## config.mk

```make
export PLATFORM = sky130hd
export DESIGN_NAME = tagged_ring_queue_with_search
export DESIGN_NICKNAME = d
export VERILOG_FILES = /design/src/rtl/core/trqs_pkg.sv /design/src/rtl/core/trqs_ctrl.sv /design/src/rtl/core/trqs_dp.sv /design/src/rtl/core/tagged_ring_queue_with_search.sv
export SDC_FILE = /design/constraint.sdc
export NUM_CORES = 2
export LEC_CHECK = 0
export BUFFER_PORTS_ARGS = -buffer_cell sky130_fd_sc_hd__buf_2
export CORE_ASPECT_RATIO = 1.25
export CORE_MARGIN = 4
export CORE_UTILIZATION = 40
export CTS_BUF_LIST = sky130_fd_sc_hd__clkbuf_4 sky130_fd_sc_hd__clkbuf_8
export CTS_CLUSTER_SIZE = 30
export DETAILED_ROUTE_END_ITERATION = 10
export GPL_ROUTABILITY_DRIVEN = 0
export PLACE_DENSITY = 0.64
export SYNTH_ARGS = -nofsm -noshare
export SYNTH_HDL_FRONTEND = slang
export SYNTH_HIERARCHICAL = 1
export SYNTH_SLANG_ARGS = --single-unit
```

## constraint.sdc

```tcl
create_clock -name clk -period 8.2 [get_ports clk]
set_input_delay 1.64 -clock clk [delete_from_list [all_inputs] [get_ports clk]]
set_output_delay 1.64 -clock clk [all_outputs]
set_load 0.01 [all_outputs]
```

## src/rtl/core/trqs_pkg.sv

```systemverilog
// ----------------------------------------------------------------------------
// trqs_pkg
// Shared types and codes for the tagged ring queue with search.
// ----------------------------------------------------------------------------
package trqs_pkg;

  localparam int DEPTH_DEF = 16;
  localparam int DATA_W    = 32;
  localparam int TAG_W     = 32;
  localparam int REQ_W     = 2;
  localparam int STAT_W    = 2;

  localparam logic [REQ_W-1:0] REQ_PUSH   = 2'd0;
  localparam logic [REQ_W-1:0] REQ_POP    = 2'd1;
  localparam logic [REQ_W-1:0] REQ_CLEAR  = 2'd2;
  localparam logic [REQ_W-1:0] REQ_LOOKUP = 2'd3;

  localparam logic [STAT_W-1:0] ST_OK        = 2'd0;
  localparam logic [STAT_W-1:0] ST_POP_EMPTY = 2'd1;
  localparam logic [STAT_W-1:0] ST_PUSH_FULL = 2'd2;
  localparam logic [STAT_W-1:0] ST_NOT_FOUND = 2'd3;

  typedef enum logic [2:0] {
    S_IDLE,
    S_EXEC,
    S_FRONT_RD,
    S_FRONT_WB,
    S_SCAN,
    S_DONE
  } state_t;

  // controller -> datapath
  typedef struct packed {
    logic load_req;
    logic exec;
    logic front_rd;
    logic front_wb;
    logic scan;
    logic load_out;
  } cmd_t;

  // datapath -> controller
  typedef struct packed {
    logic [REQ_W-1:0] req;
    logic             need_front;
    logic             scan_done;
  } sts_t;

endpackage

```

## src/rtl/core/trqs_ctrl.sv

```systemverilog
// ----------------------------------------------------------------------------
// trqs_ctrl
// Request sequencer: steps one request through execute, front refresh or
// key scan, then hands the result to the output register.
// ----------------------------------------------------------------------------
module trqs_ctrl (
  input  logic          clk,
  input  logic          rst_n,
  input  logic          in_valid,
  output logic          in_ready,
  output logic          out_valid,
  input  logic          out_ready,
  output trqs_pkg::cmd_t cmd,
  input  trqs_pkg::sts_t sts
);
  import trqs_pkg::*;

  state_t state_r, state_nxt;
  logic   out_valid_r, out_valid_nxt;
  logic   out_free;

  assign out_free  = !out_valid_r || out_ready;
  assign out_valid = out_valid_r;

  // next state
  always_comb begin
    state_nxt = state_r;
    case (state_r)
      S_IDLE: begin
        if (in_valid) state_nxt = S_EXEC;
      end
      S_EXEC: begin
        if (sts.req == REQ_LOOKUP) state_nxt = S_SCAN;
        else if (sts.need_front)  state_nxt = S_FRONT_RD;
        else                      state_nxt = S_DONE;
      end
      S_FRONT_RD: state_nxt = S_FRONT_WB;
      S_FRONT_WB: state_nxt = S_DONE;
      S_SCAN: begin
        if (sts.scan_done) state_nxt = S_DONE;
      end
      S_DONE: begin
        if (out_free) state_nxt = S_IDLE;
      end
      default: state_nxt = S_IDLE;
    endcase
  end

  // outputs
  always_comb begin
    cmd      = '0;
    in_ready = 1'b0;
    case (state_r)
      S_IDLE: begin
        in_ready     = 1'b1;
        cmd.load_req = in_valid;
      end
      S_EXEC:     cmd.exec     = 1'b1;
      S_FRONT_RD: cmd.front_rd = 1'b1;
      S_FRONT_WB: cmd.front_wb = 1'b1;
      S_SCAN:     cmd.scan     = 1'b1;
      S_DONE:     cmd.load_out = out_free;
      default: begin
        cmd      = '0;
        in_ready = 1'b0;
      end
    endcase
  end

  always_comb begin
    out_valid_nxt = out_valid_r;
    if (out_valid_r && out_ready) out_valid_nxt = 1'b0;
    if (cmd.load_out)             out_valid_nxt = 1'b1;
  end

  always_ff @(posedge clk) begin
    if (!rst_n) begin
      state_r     <= S_IDLE;
      out_valid_r <= 1'b0;
    end else begin
      state_r     <= state_nxt;
      out_valid_r <= out_valid_nxt;
    end
  end

  a_accept_to_exec: assert property (@(posedge clk) disable iff (!rst_n)
    (in_valid && in_ready) |=> (state_r == S_EXEC))
    else $error("accepted request did not enter execute");

  a_no_overwrite: assert property (@(posedge clk) disable iff (!rst_n)
    (out_valid_r && !out_ready) |-> !cmd.load_out)
    else $error("result register overwritten while stalled");

  a_scan_only_lookup: assert property (@(posedge clk) disable iff (!rst_n)
    (state_r == S_SCAN) |-> (sts.req == REQ_LOOKUP))
    else $error("scan running for a non-lookup request");

endmodule

```

## src/rtl/core/trqs_dp.sv

```systemverilog
// ----------------------------------------------------------------------------
// trqs_dp
// Queue datapath: data/tag memories, head and count, front/back shadows,
// key compare for the scan and the result register.
// ----------------------------------------------------------------------------
module trqs_dp #(
  parameter int DEPTH = trqs_pkg::DEPTH_DEF,
  parameter int CW    = $clog2(DEPTH + 1)
) (
  input  logic                        clk,
  input  logic                        rst_n,
  input  trqs_pkg::cmd_t              cmd,
  output trqs_pkg::sts_t              sts,
  input  logic [trqs_pkg::REQ_W-1:0]  in_req_type,
  input  logic [trqs_pkg::DATA_W-1:0] in_data_value,
  input  logic [trqs_pkg::TAG_W-1:0]  in_tag_value,
  output logic [trqs_pkg::STAT_W-1:0] out_status,
  output logic                        out_found,
  output logic [trqs_pkg::TAG_W-1:0]  out_found_tag,
  output logic [trqs_pkg::DATA_W-1:0] out_front_data,
  output logic [trqs_pkg::DATA_W-1:0] out_back_data,
  output logic [CW-1:0]               out_occupancy
);
  import trqs_pkg::*;

  localparam int AW = (DEPTH > 1) ? $clog2(DEPTH) : 1;
  localparam logic [CW-1:0] FULL_CNT = CW'(DEPTH);

  logic [DATA_W-1:0] data_mem [DEPTH];
  logic [TAG_W-1:0]  tag_mem  [DEPTH];

  logic [REQ_W-1:0]  req_r;
  logic [DATA_W-1:0] key_r;
  logic [TAG_W-1:0]  tagin_r;
  logic [AW-1:0]     head_r, head_nxt;
  logic [CW-1:0]     count_r, count_nxt;
  logic [CW-1:0]     idx_r, idx_nxt;
  logic              rd_vld_r, rd_vld_nxt;
  logic [DATA_W-1:0] rd_data_r;
  logic [TAG_W-1:0]  rd_tag_r;
  logic [DATA_W-1:0] front_r, back_r;
  logic [STAT_W-1:0] status_r;
  logic              found_r;
  logic [TAG_W-1:0]  ftag_r;

  logic              mem_we;
  logic [AW-1:0]     wr_addr, rd_addr;
  logic              issue, hit;

  // head + offset, wrapped into the ring; head is below DEPTH, the offset at most DEPTH
  function automatic logic [AW-1:0] slot_of(input logic [AW-1:0] head,
                                            input logic [AW-1:0] off);
    logic [AW:0] s;
    s = {1'b0, head} + {1'b0, off};
    if (s >= (AW+1)'(DEPTH)) s = s - (AW+1)'(DEPTH);
    return s[AW-1:0];
  endfunction

  assign wr_addr = slot_of(head_r, count_r[AW-1:0]);
  assign mem_we  = cmd.exec && (req_r == REQ_PUSH) && (count_r != FULL_CNT);
  assign issue   = cmd.scan && (idx_r < count_r);
  assign rd_addr = cmd.front_rd ? head_r : slot_of(head_r, idx_r[AW-1:0]);
  assign hit     = rd_vld_r && (rd_data_r == key_r);

  assign sts.req        = req_r;
  assign sts.need_front = (req_r == REQ_POP) && (count_r > CW'(1));
  assign sts.scan_done  = hit || (!rd_vld_r && (idx_r == count_r));

  always_comb begin
    head_nxt   = head_r;
    count_nxt  = count_r;
    idx_nxt    = idx_r;
    rd_vld_nxt = rd_vld_r;
    if (cmd.exec) begin
      case (req_r)
        REQ_PUSH: begin
          if (count_r != FULL_CNT) count_nxt = count_r + CW'(1);
        end
        REQ_POP: begin
          if (count_r != '0) begin
            head_nxt  = slot_of(head_r, AW'(1));
            count_nxt = count_r - CW'(1);
          end
        end
        REQ_CLEAR: begin
          head_nxt  = '0;
          count_nxt = '0;
        end
        REQ_LOOKUP: begin
          idx_nxt    = '0;
          rd_vld_nxt = 1'b0;
        end
        default: begin
          head_nxt = head_r;
        end
      endcase
    end
    if (cmd.scan) begin
      rd_vld_nxt = issue;
      if (issue) idx_nxt = idx_r + CW'(1);
    end
  end

  always_ff @(posedge clk) begin
    if (!rst_n) begin
      head_r   <= '0;
      count_r  <= '0;
      idx_r    <= '0;
      rd_vld_r <= 1'b0;
    end else begin
      head_r   <= head_nxt;
      count_r  <= count_nxt;
      idx_r    <= idx_nxt;
      rd_vld_r <= rd_vld_nxt;
    end
  end

  // storage, one write and one registered read per cycle
  always_ff @(posedge clk) begin
    if (mem_we) begin
      data_mem[wr_addr] <= key_r;
      tag_mem[wr_addr]  <= tagin_r;
    end
    rd_data_r <= data_mem[rd_addr];
    rd_tag_r  <= tag_mem[rd_addr];
  end

  always_ff @(posedge clk) begin
    if (cmd.load_req) begin
      req_r   <= in_req_type;
      key_r   <= in_data_value;
      tagin_r <= in_tag_value;
    end
    if (cmd.exec) begin
      found_r <= 1'b0;
      ftag_r  <= '0;
      case (req_r)
        REQ_PUSH: begin
          if (count_r == FULL_CNT) begin
            status_r <= ST_PUSH_FULL;
          end else begin
            status_r <= ST_OK;
            back_r   <= key_r;
            if (count_r == '0) front_r <= key_r;
          end
        end
        REQ_POP:    status_r <= (count_r == '0) ? ST_POP_EMPTY : ST_OK;
        REQ_LOOKUP: status_r <= ST_NOT_FOUND;
        default:    status_r <= ST_OK;
      endcase
    end
    if (cmd.front_wb) front_r <= rd_data_r;
    if (cmd.scan && hit) begin
      status_r <= ST_OK;
      found_r  <= 1'b1;
      ftag_r   <= rd_tag_r;
    end
    if (cmd.load_out) begin
      out_status     <= status_r;
      out_found      <= found_r;
      out_found_tag  <= ftag_r;
      out_front_data <= (count_r == '0) ? '0 : front_r;
      out_back_data  <= (count_r == '0) ? '0 : back_r;
      out_occupancy  <= count_r;
    end
  end

  a_count_bound: assert property (@(posedge clk) disable iff (!rst_n)
    count_r <= FULL_CNT)
    else $error("occupancy above capacity");

  a_head_bound: assert property (@(posedge clk) disable iff (!rst_n)
    {1'b0, head_r} < (AW+1)'(DEPTH))
    else $error("head slot outside ring");

  a_scan_steady: assert property (@(posedge clk) disable iff (!rst_n)
    cmd.scan |-> (idx_r <= count_r))
    else $error("scan index ran past occupancy");

endmodule

```

## src/rtl/core/tagged_ring_queue_with_search.sv

```systemverilog
// ----------------------------------------------------------------------------
// tagged_ring_queue_with_search
// Circular queue of data/tag pairs with push, pop, clear and key lookup.
// ----------------------------------------------------------------------------
// Usage:
//   Request beats arrive on in_* (valid/ready): a request code, a data value
//   (push data or lookup key) and a tag. Each request yields one result beat
//   on out_*: status, found flag and tag, front and back data, occupancy.
//   One request is in flight at a time; in_ready is high while the
//   sequencer is idle, even if the previous result still waits on out_*.
//   An accepted request first executes. Push, clear and a pop that empties
//   or fails then go to the result; a pop that leaves entries first refreshes
//   the front with one memory read, and a lookup first scans the data memory
//   read port one entry per cycle, up to the occupancy, ending at a hit. The
//   result loads into out_* when it is free, and the next request is taken
//   in the cycle after a result loads.
//   A stalled result holds on out_* until out_ready; the next result then
//   waits in the sequencer. Reset empties the queue (head and count to
//   zero); the memories keep their contents, which are never read unwritten.
// ----------------------------------------------------------------------------
module tagged_ring_queue_with_search #(
  parameter int DEPTH = trqs_pkg::DEPTH_DEF,
  parameter int CW    = $clog2(DEPTH + 1)
) (
  input  logic                        clk,
  input  logic                        rst_n,
  input  logic                        in_valid,
  output logic                        in_ready,
  input  logic [trqs_pkg::REQ_W-1:0]  in_req_type,
  input  logic [trqs_pkg::DATA_W-1:0] in_data_value,
  input  logic [trqs_pkg::TAG_W-1:0]  in_tag_value,
  output logic                        out_valid,
  input  logic                        out_ready,
  output logic [trqs_pkg::STAT_W-1:0] out_status,
  output logic                        out_found,
  output logic [trqs_pkg::TAG_W-1:0]  out_found_tag,
  output logic [trqs_pkg::DATA_W-1:0] out_front_data,
  output logic [trqs_pkg::DATA_W-1:0] out_back_data,
  output logic [CW-1:0]               out_occupancy
);
  import trqs_pkg::*;

  cmd_t cmd;
  sts_t sts;

  trqs_ctrl u_ctrl (
    .clk       (clk),
    .rst_n     (rst_n),
    .in_valid  (in_valid),
    .in_ready  (in_ready),
    .out_valid (out_valid),
    .out_ready (out_ready),
    .cmd       (cmd),
    .sts       (sts)
  );

  trqs_dp #(
    .DEPTH (DEPTH),
    .CW    (CW)
  ) u_dp (
    .clk            (clk),
    .rst_n          (rst_n),
    .cmd            (cmd),
    .sts            (sts),
    .in_req_type    (in_req_type),
    .in_data_value  (in_data_value),
    .in_tag_value   (in_tag_value),
    .out_status     (out_status),
    .out_found      (out_found),
    .out_found_tag  (out_found_tag),
    .out_front_data (out_front_data),
    .out_back_data  (out_back_data),
    .out_occupancy  (out_occupancy)
  );

endmodule
```

==> Word-level counts from Yosys, hierarchy flattened <==
Memories as Yosys holds them, arrays and structs flattened. A register that Yosys moved wholly into a read port is not among the register bits.
Index checks and enable logic that the tools add are counted.
W data, S select, Z words.
{ "word_totals": {"mem_count": 2, "out_inout_bits": 106, "ramBits": 1024, "input_bits": 70, "elab_cells": 129, "regBits": 288} }
{ "op_classes": {"bitwise": 1, "n_mux": 43, "n_addsub": 9, "magnitude_cmp": 5, "reduce_logical": 31, "eq_ne": 18} }
{ "mem_list": {"columns": ["name", "words", "word_bits", "rd", "rd_ports_with_merged_regs", "write_ports", "line_no", "source"], "rows": [
  ["u_dp.data_mem", 16, 32, 1, 1, 1, "trqs_dp.sv:29", "logic [DATA_W-1:0] data_mem [DEPTH];"],
  ["u_dp.tag_mem", 16, 32, 1, 1, 1, "trqs_dp.sv:30", "logic [TAG_W-1:0] tag_mem [DEPTH];"]
]} }
{ "ops": {"columns": ["op", "count"], "rows": [
  ["$mux W32", 7],
  ["$eq A32 B32 Y1", 1],
  ["$mux W5", 6],
  ["$mux W4", 5],
  ["$pmux W3 S6", 1],
  ["$reduce_bool A2 Y1", 8],
  ["$ge A5 B5 Y1 const B", 3],
  ["$mux W1", 15],
  ["$mux W3", 5],
  ["$pmux W5 S3", 1],
  ["$sub A4 B1 Y4 const B", 3],
  ["$add A4 B4 Y5", 2],
  ["$add A5 B1 Y5 const B", 2],
  ["$ne A2 B2 Y1 const B", 5],
  ["$reduce_and A3 Y1", 3],
  ["$logic_and A1 B1 Y1", 8],
  ["$pmux W4 S2", 1],
  ["$reduce_and A4 Y1", 2],
  ["$eq A3 B2 Y1 const B", 2],
  ["$eq A3 B3 Y1 const B", 2],
  ["$pmux W2 S3", 1],
  ["$add A4 B1 Y5 const B", 1],
  ["$eq A5 B5 Y1", 1],
  ["$eq A5 B5 Y1 const B", 1],
  ["18 further kinds", 21]
]} }

==> Longest topological paths before layout <==
{ "logic_depth": {"depth_word": 6, "ltp_mapped": 9, "ltp_nobuf": 7} }

==> Cells and area by module <==
Netlist, hierarchy kept.
{ "modules_own_cells": {"columns": ["module", "n_inst", "cells_each", "area_per_inst_um2", "seq_area_each_um2"], "rows": [
  ["trqs_dp", 1, 2313, 51231.6, 40378.7],
  ["trqs_ctrl", 1, 38, 299.0, 80.1]
]} }

==> Least setup slack after synthesis <==
OpenSTA, ideal clock, no wires.
{ "synth_timing": {"path_type": "register to register", "from": "reg u_ctrl.state_r[2]", "to": "mem u_dp.data_mem[4][0], enable pin", "setup_time_ps": 486, "path_slack_ps": 1627, "period_less_slack_ps": 6573, "n_path_buf": 2, "stages_incl_launch_ff": 8, "arrival_time_ps": 6086, "required_ps": 7714, "path_cell_list": "dfxtp_1 buf_6 nor3_1 clkbuf_1 nand2_1 a31oi_1 or3b_2 nor2_1"} }
{ "synth_lines": {"columns": ["element", "line_no", "source"], "rows": [
  ["from (decl)", "trqs_ctrl.sv:18", "state_t state_r, state_nxt;"],
  ["from (signal assigned)", "trqs_ctrl.sv:81", "state_r <= state_nxt;"],
  ["to (decl)", "trqs_dp.sv:29", null]
]} }

==> impl_metrics.py <==
metrics = {
    "clocking": {
        "cts_sinks": 1376,
        "worstSkewPairLatency_ns": 0.88,
        "clk_pin_slew_ns": 0.06,
        "hold_buffers": 0,
        "cts_tree": "built",
        "htreeDepth": 4,
        "clockBufferDepth": 3,
        "cts_setup_buffers": 0,
        "cts-buffers-inserted": 202,
        "cts_resized": 0,
        "root_buffer": "clkbuf_8",
    },
    "global_routing": {
        "grt_start_max_net_pins": 152,
        "grt_most_used_layer": "met2",
        "met2_usage": 0.276,
        "grt_pass1_wl_mm": 168,
        "antenna_found_initial": 6,
        "first_global_vias": 25700,
        "use_met3": 0.0403,
        "grt-ovfl-total": 0,
        "track_usage": 0.168,
        "met1_usage": 0.222,
    },
    "synth": {
        "netlist_instances": 2351,
        "ys.flop_type": "edfxtp_1",
        "ys_types": 64,
        "synth_common_cells": "1290 x edfxtp_1, 256 x mux4_2, 197 x mux2i_1",
        "netlist_top_cells_area": "edfxtp_1 75%, mux4_2 11%, mux2i_1 3.8%, dfxtp_1 3.3%, and2_1 0.79%",
        "netlist.area_leader.share": 0.752,
        "synth_edf_count": 1290,
        "synth_area_per_cell_um2": 21.9,
        "yosysTopAreaCell": "edfxtp_1",
        "ys_seq_area_frac": 0.785,
        "ys_ff_latch": 1376,
        "async_flop_share": 0,
        "synth_area_mm2": 0.0515,
        "syn_nets": 2445,
        "synth_most_common_cell": "edfxtp_1",
        "yosysWarningCount": 6,
    },
    "power": {
        "power_leakage_nw": 20.4,
        "seq_power_share": 0.548,
        "cellPowerDensity_mw_per_mm2": 256,
        "peakVddDrop_mv": 0.143,
        "switchingPower_w": 0.00343,
        "clockPowerShare": 0.385,
        "comb_power_share": 0.067,
        "power_w": 0.0151,
        "swShare": 0.227,
        "p_int_w": 0.0117,
    },
    "sta": {
        "hold_viol": 0,
        "finalSetupTns_ns": 0,
        "skew_ns": 0.0458,
        "fmax_mhz": 205,
        "fin_crit_ns": 4.88,
        "period_share": 0.595,
        "slew_headroom": 0.247,
        "setup_viol_count_final": 0,
        "rsz0062_at_grt": "false",
        "tightest_slew_ns": 1.13,
        "slew_viol_final": 0,
    },
    "die": {
        "initial_core_util": 0.402,
        "die_w_um": 329,
        "core_mm2": 0.128,
        "row_count": 147,
        "die_y_um": 409,
        "dieArea_mm2": 0.135,
        "io_pins": 176,
    },
    "cells_and_area": {
        "nets": 2774,
        "post-route-util": 0.460,
        "drive_gt1_frac": 0.314,
        "syn2layout_area_growth_pct": 14.5,
        "top_regs": "u_dp/data_mem x512, u_dp/tag_mem x512",
    },
    "worst_setup_path": {
        "crit_required_ns": 8.68,
        "endpoint_kind": "flip-flop",
        "cp-start-kind": "flip-flop",
        "worstPathMaxFanout": 42,
        "r2r-start": "u_ctrl/state_r[0]",
        "reg2reg_to": "u_dp/tag_mem[4][20]",
        "worstRegToRegCells": 8,
        "worst-endpoint-arrival_ns": 5.36,
        "path_class": "reg -> reg",
        "rrSetupSlack_ns": 3.32,
    },
    "detailed_routing": {
        "vias": 24000,
        "routed_wl_mm": 113,
        "wl_per_cell_um": 24.7,
        "drc": 0,
        "viasPerCell": 5.24,
        "first_pass_iters": 5,
        "first_iter_violations": 2203,
        "antenna_left": 0,
    },
    "run": {
        "drv_cap": 0,
    },
    "placement": {
        "portBuffers": 175,
        "dpl.hpwl_mm": 64.2,
    },
    "status": {
        "status": "finished, final reports clean",
    },
    "hold_path": {
        "hold_path_end": "u_dp/out_found_tag[4]",
        "hp-class": "reg -> reg",
        "min_path_cells": 0,
        "hold_start": "u_dp/ftag_r[4]",
    },
}
power groups by stage:
| stage | sequential (W) | combinational (W) | clock, W |
|---|---|---|---|
| after detailed placement | 0.00842 | 0.00103 | 0 |
| after global placement | 0.00840 | 0.00101 | 0 |
| final | 0.00827 | 0.00101 | 0.00581 |
| after global routing | 0.00829 | 0.00111 | 0.00629 |
| after CTS | 0.00827 | 0.00104 | 0.00595 |
| after floorplan | 0.00834 | 0.000676 | 0 |
final cells by class:
cell class,count,area [µm²]
flip-flops and latches,1376,40500
fillers,10600,69200
diodes,1,2.50
inverters,54,203
clock buffers,285,3460
repair buffers,226,1280
multi-input cells,820,10600
well taps,1713,2140
clock inverters,97,897
routing by layer:
layer,vias to the layer above,routed length [µm]
met3,205,7750
met5,-,0
met2,785,55800
li1,10300,-
met4,0,2820
met1,12700,46800
worst max-delay path by stage:
stage	start	end	slack, ns	cells after the start
floorplan	u_ctrl/state_r[2]	u_dp/data_mem[4][0]	1.63	7
global placement	u_ctrl/state_r[0]	u_dp/tag_mem[4][18]	3.41	8
detailed placement	u_ctrl/state_r[0]	u_dp/tag_mem[0][17]	3.25	8
CTS	u_ctrl/state_r[0]	u_dp/tag_mem[4][15]	3.25	8
global route	u_ctrl/state_r[0]	u_dp/tag_mem[1][22]	3.04	8
finish	u_ctrl/state_r[0]	u_dp/tag_mem[4][20]	3.32	8
through the flow:
step | setup WS [ns] | cell area, µm² | hold WS [ns] | std cells
6_report | 3.32 | 59000 | 0.399 | 4572
5_1_grt | 3.04 | 59000 | 0.415 | 4572
4_1_cts | 3.25 | 59000 | 0.400 | 4571
3_5_place_dp | 3.25 | 54700 | 0.407 | 4189
3_3_place_gp | 3.41 | 54700 | 0.409 | 4189
2_1_floorplan | 1.63 | 51500 | 0.400 | 2351
worst max-delay path, stage by stage (launching register included):
cell	delay, ns
dfxtp_1	0.48
inv_1	0.14
nor3_1	0.73
nand2_1	0.30
a31oi_4	0.22
buf_4	0.47
or3b_2	0.64
nor2_4	0.69
buf_4	0.77
cells in the final DEF, fill, tap and decap left out, types with 3 or more instances in the layout:
cell type	count
a21boi_0	13
nor2_4	16
clkinvlp_4	6
inv_1	52
mux4_2	256
xnor2_1	25
edfxtp_1	1290
nand3b_1	5
clkbuf_4	74
nor3_1	41
ha_1	22
nor2b_1	5
dfxtp_1	86
o21ai_0	13
nand3_1	8
o22ai_1	4
mux2i_1	195
clkinv_1	34
a21oi_1	9
inv_8	8
nor2_1	9
nor4_1	5
nand4_1	8
a21o_1	3
and2_1	64
clkbuf_8	211
buf_4	49
a31oi_1	3
nand2_1	18
nand2b_1	10
clkinv_2	30
buf_2	175
mux2_2	31
bufinv_16	14
xor2_1	7
logic make-up after synthesis:
logic type | count (synthesis) | share of synthesized area
flops | 1376 | 0.785
mux | 484 | 0.157
simple gates | 209 | 0.0228
buf+inv | 155 | 0.0138
compound gates | 70 | 0.00945
xor+xnor | 33 | 0.00575
fa+ha+maj | 24 | 0.00612
Note: power is estimated with default switching activity, not from simulation.
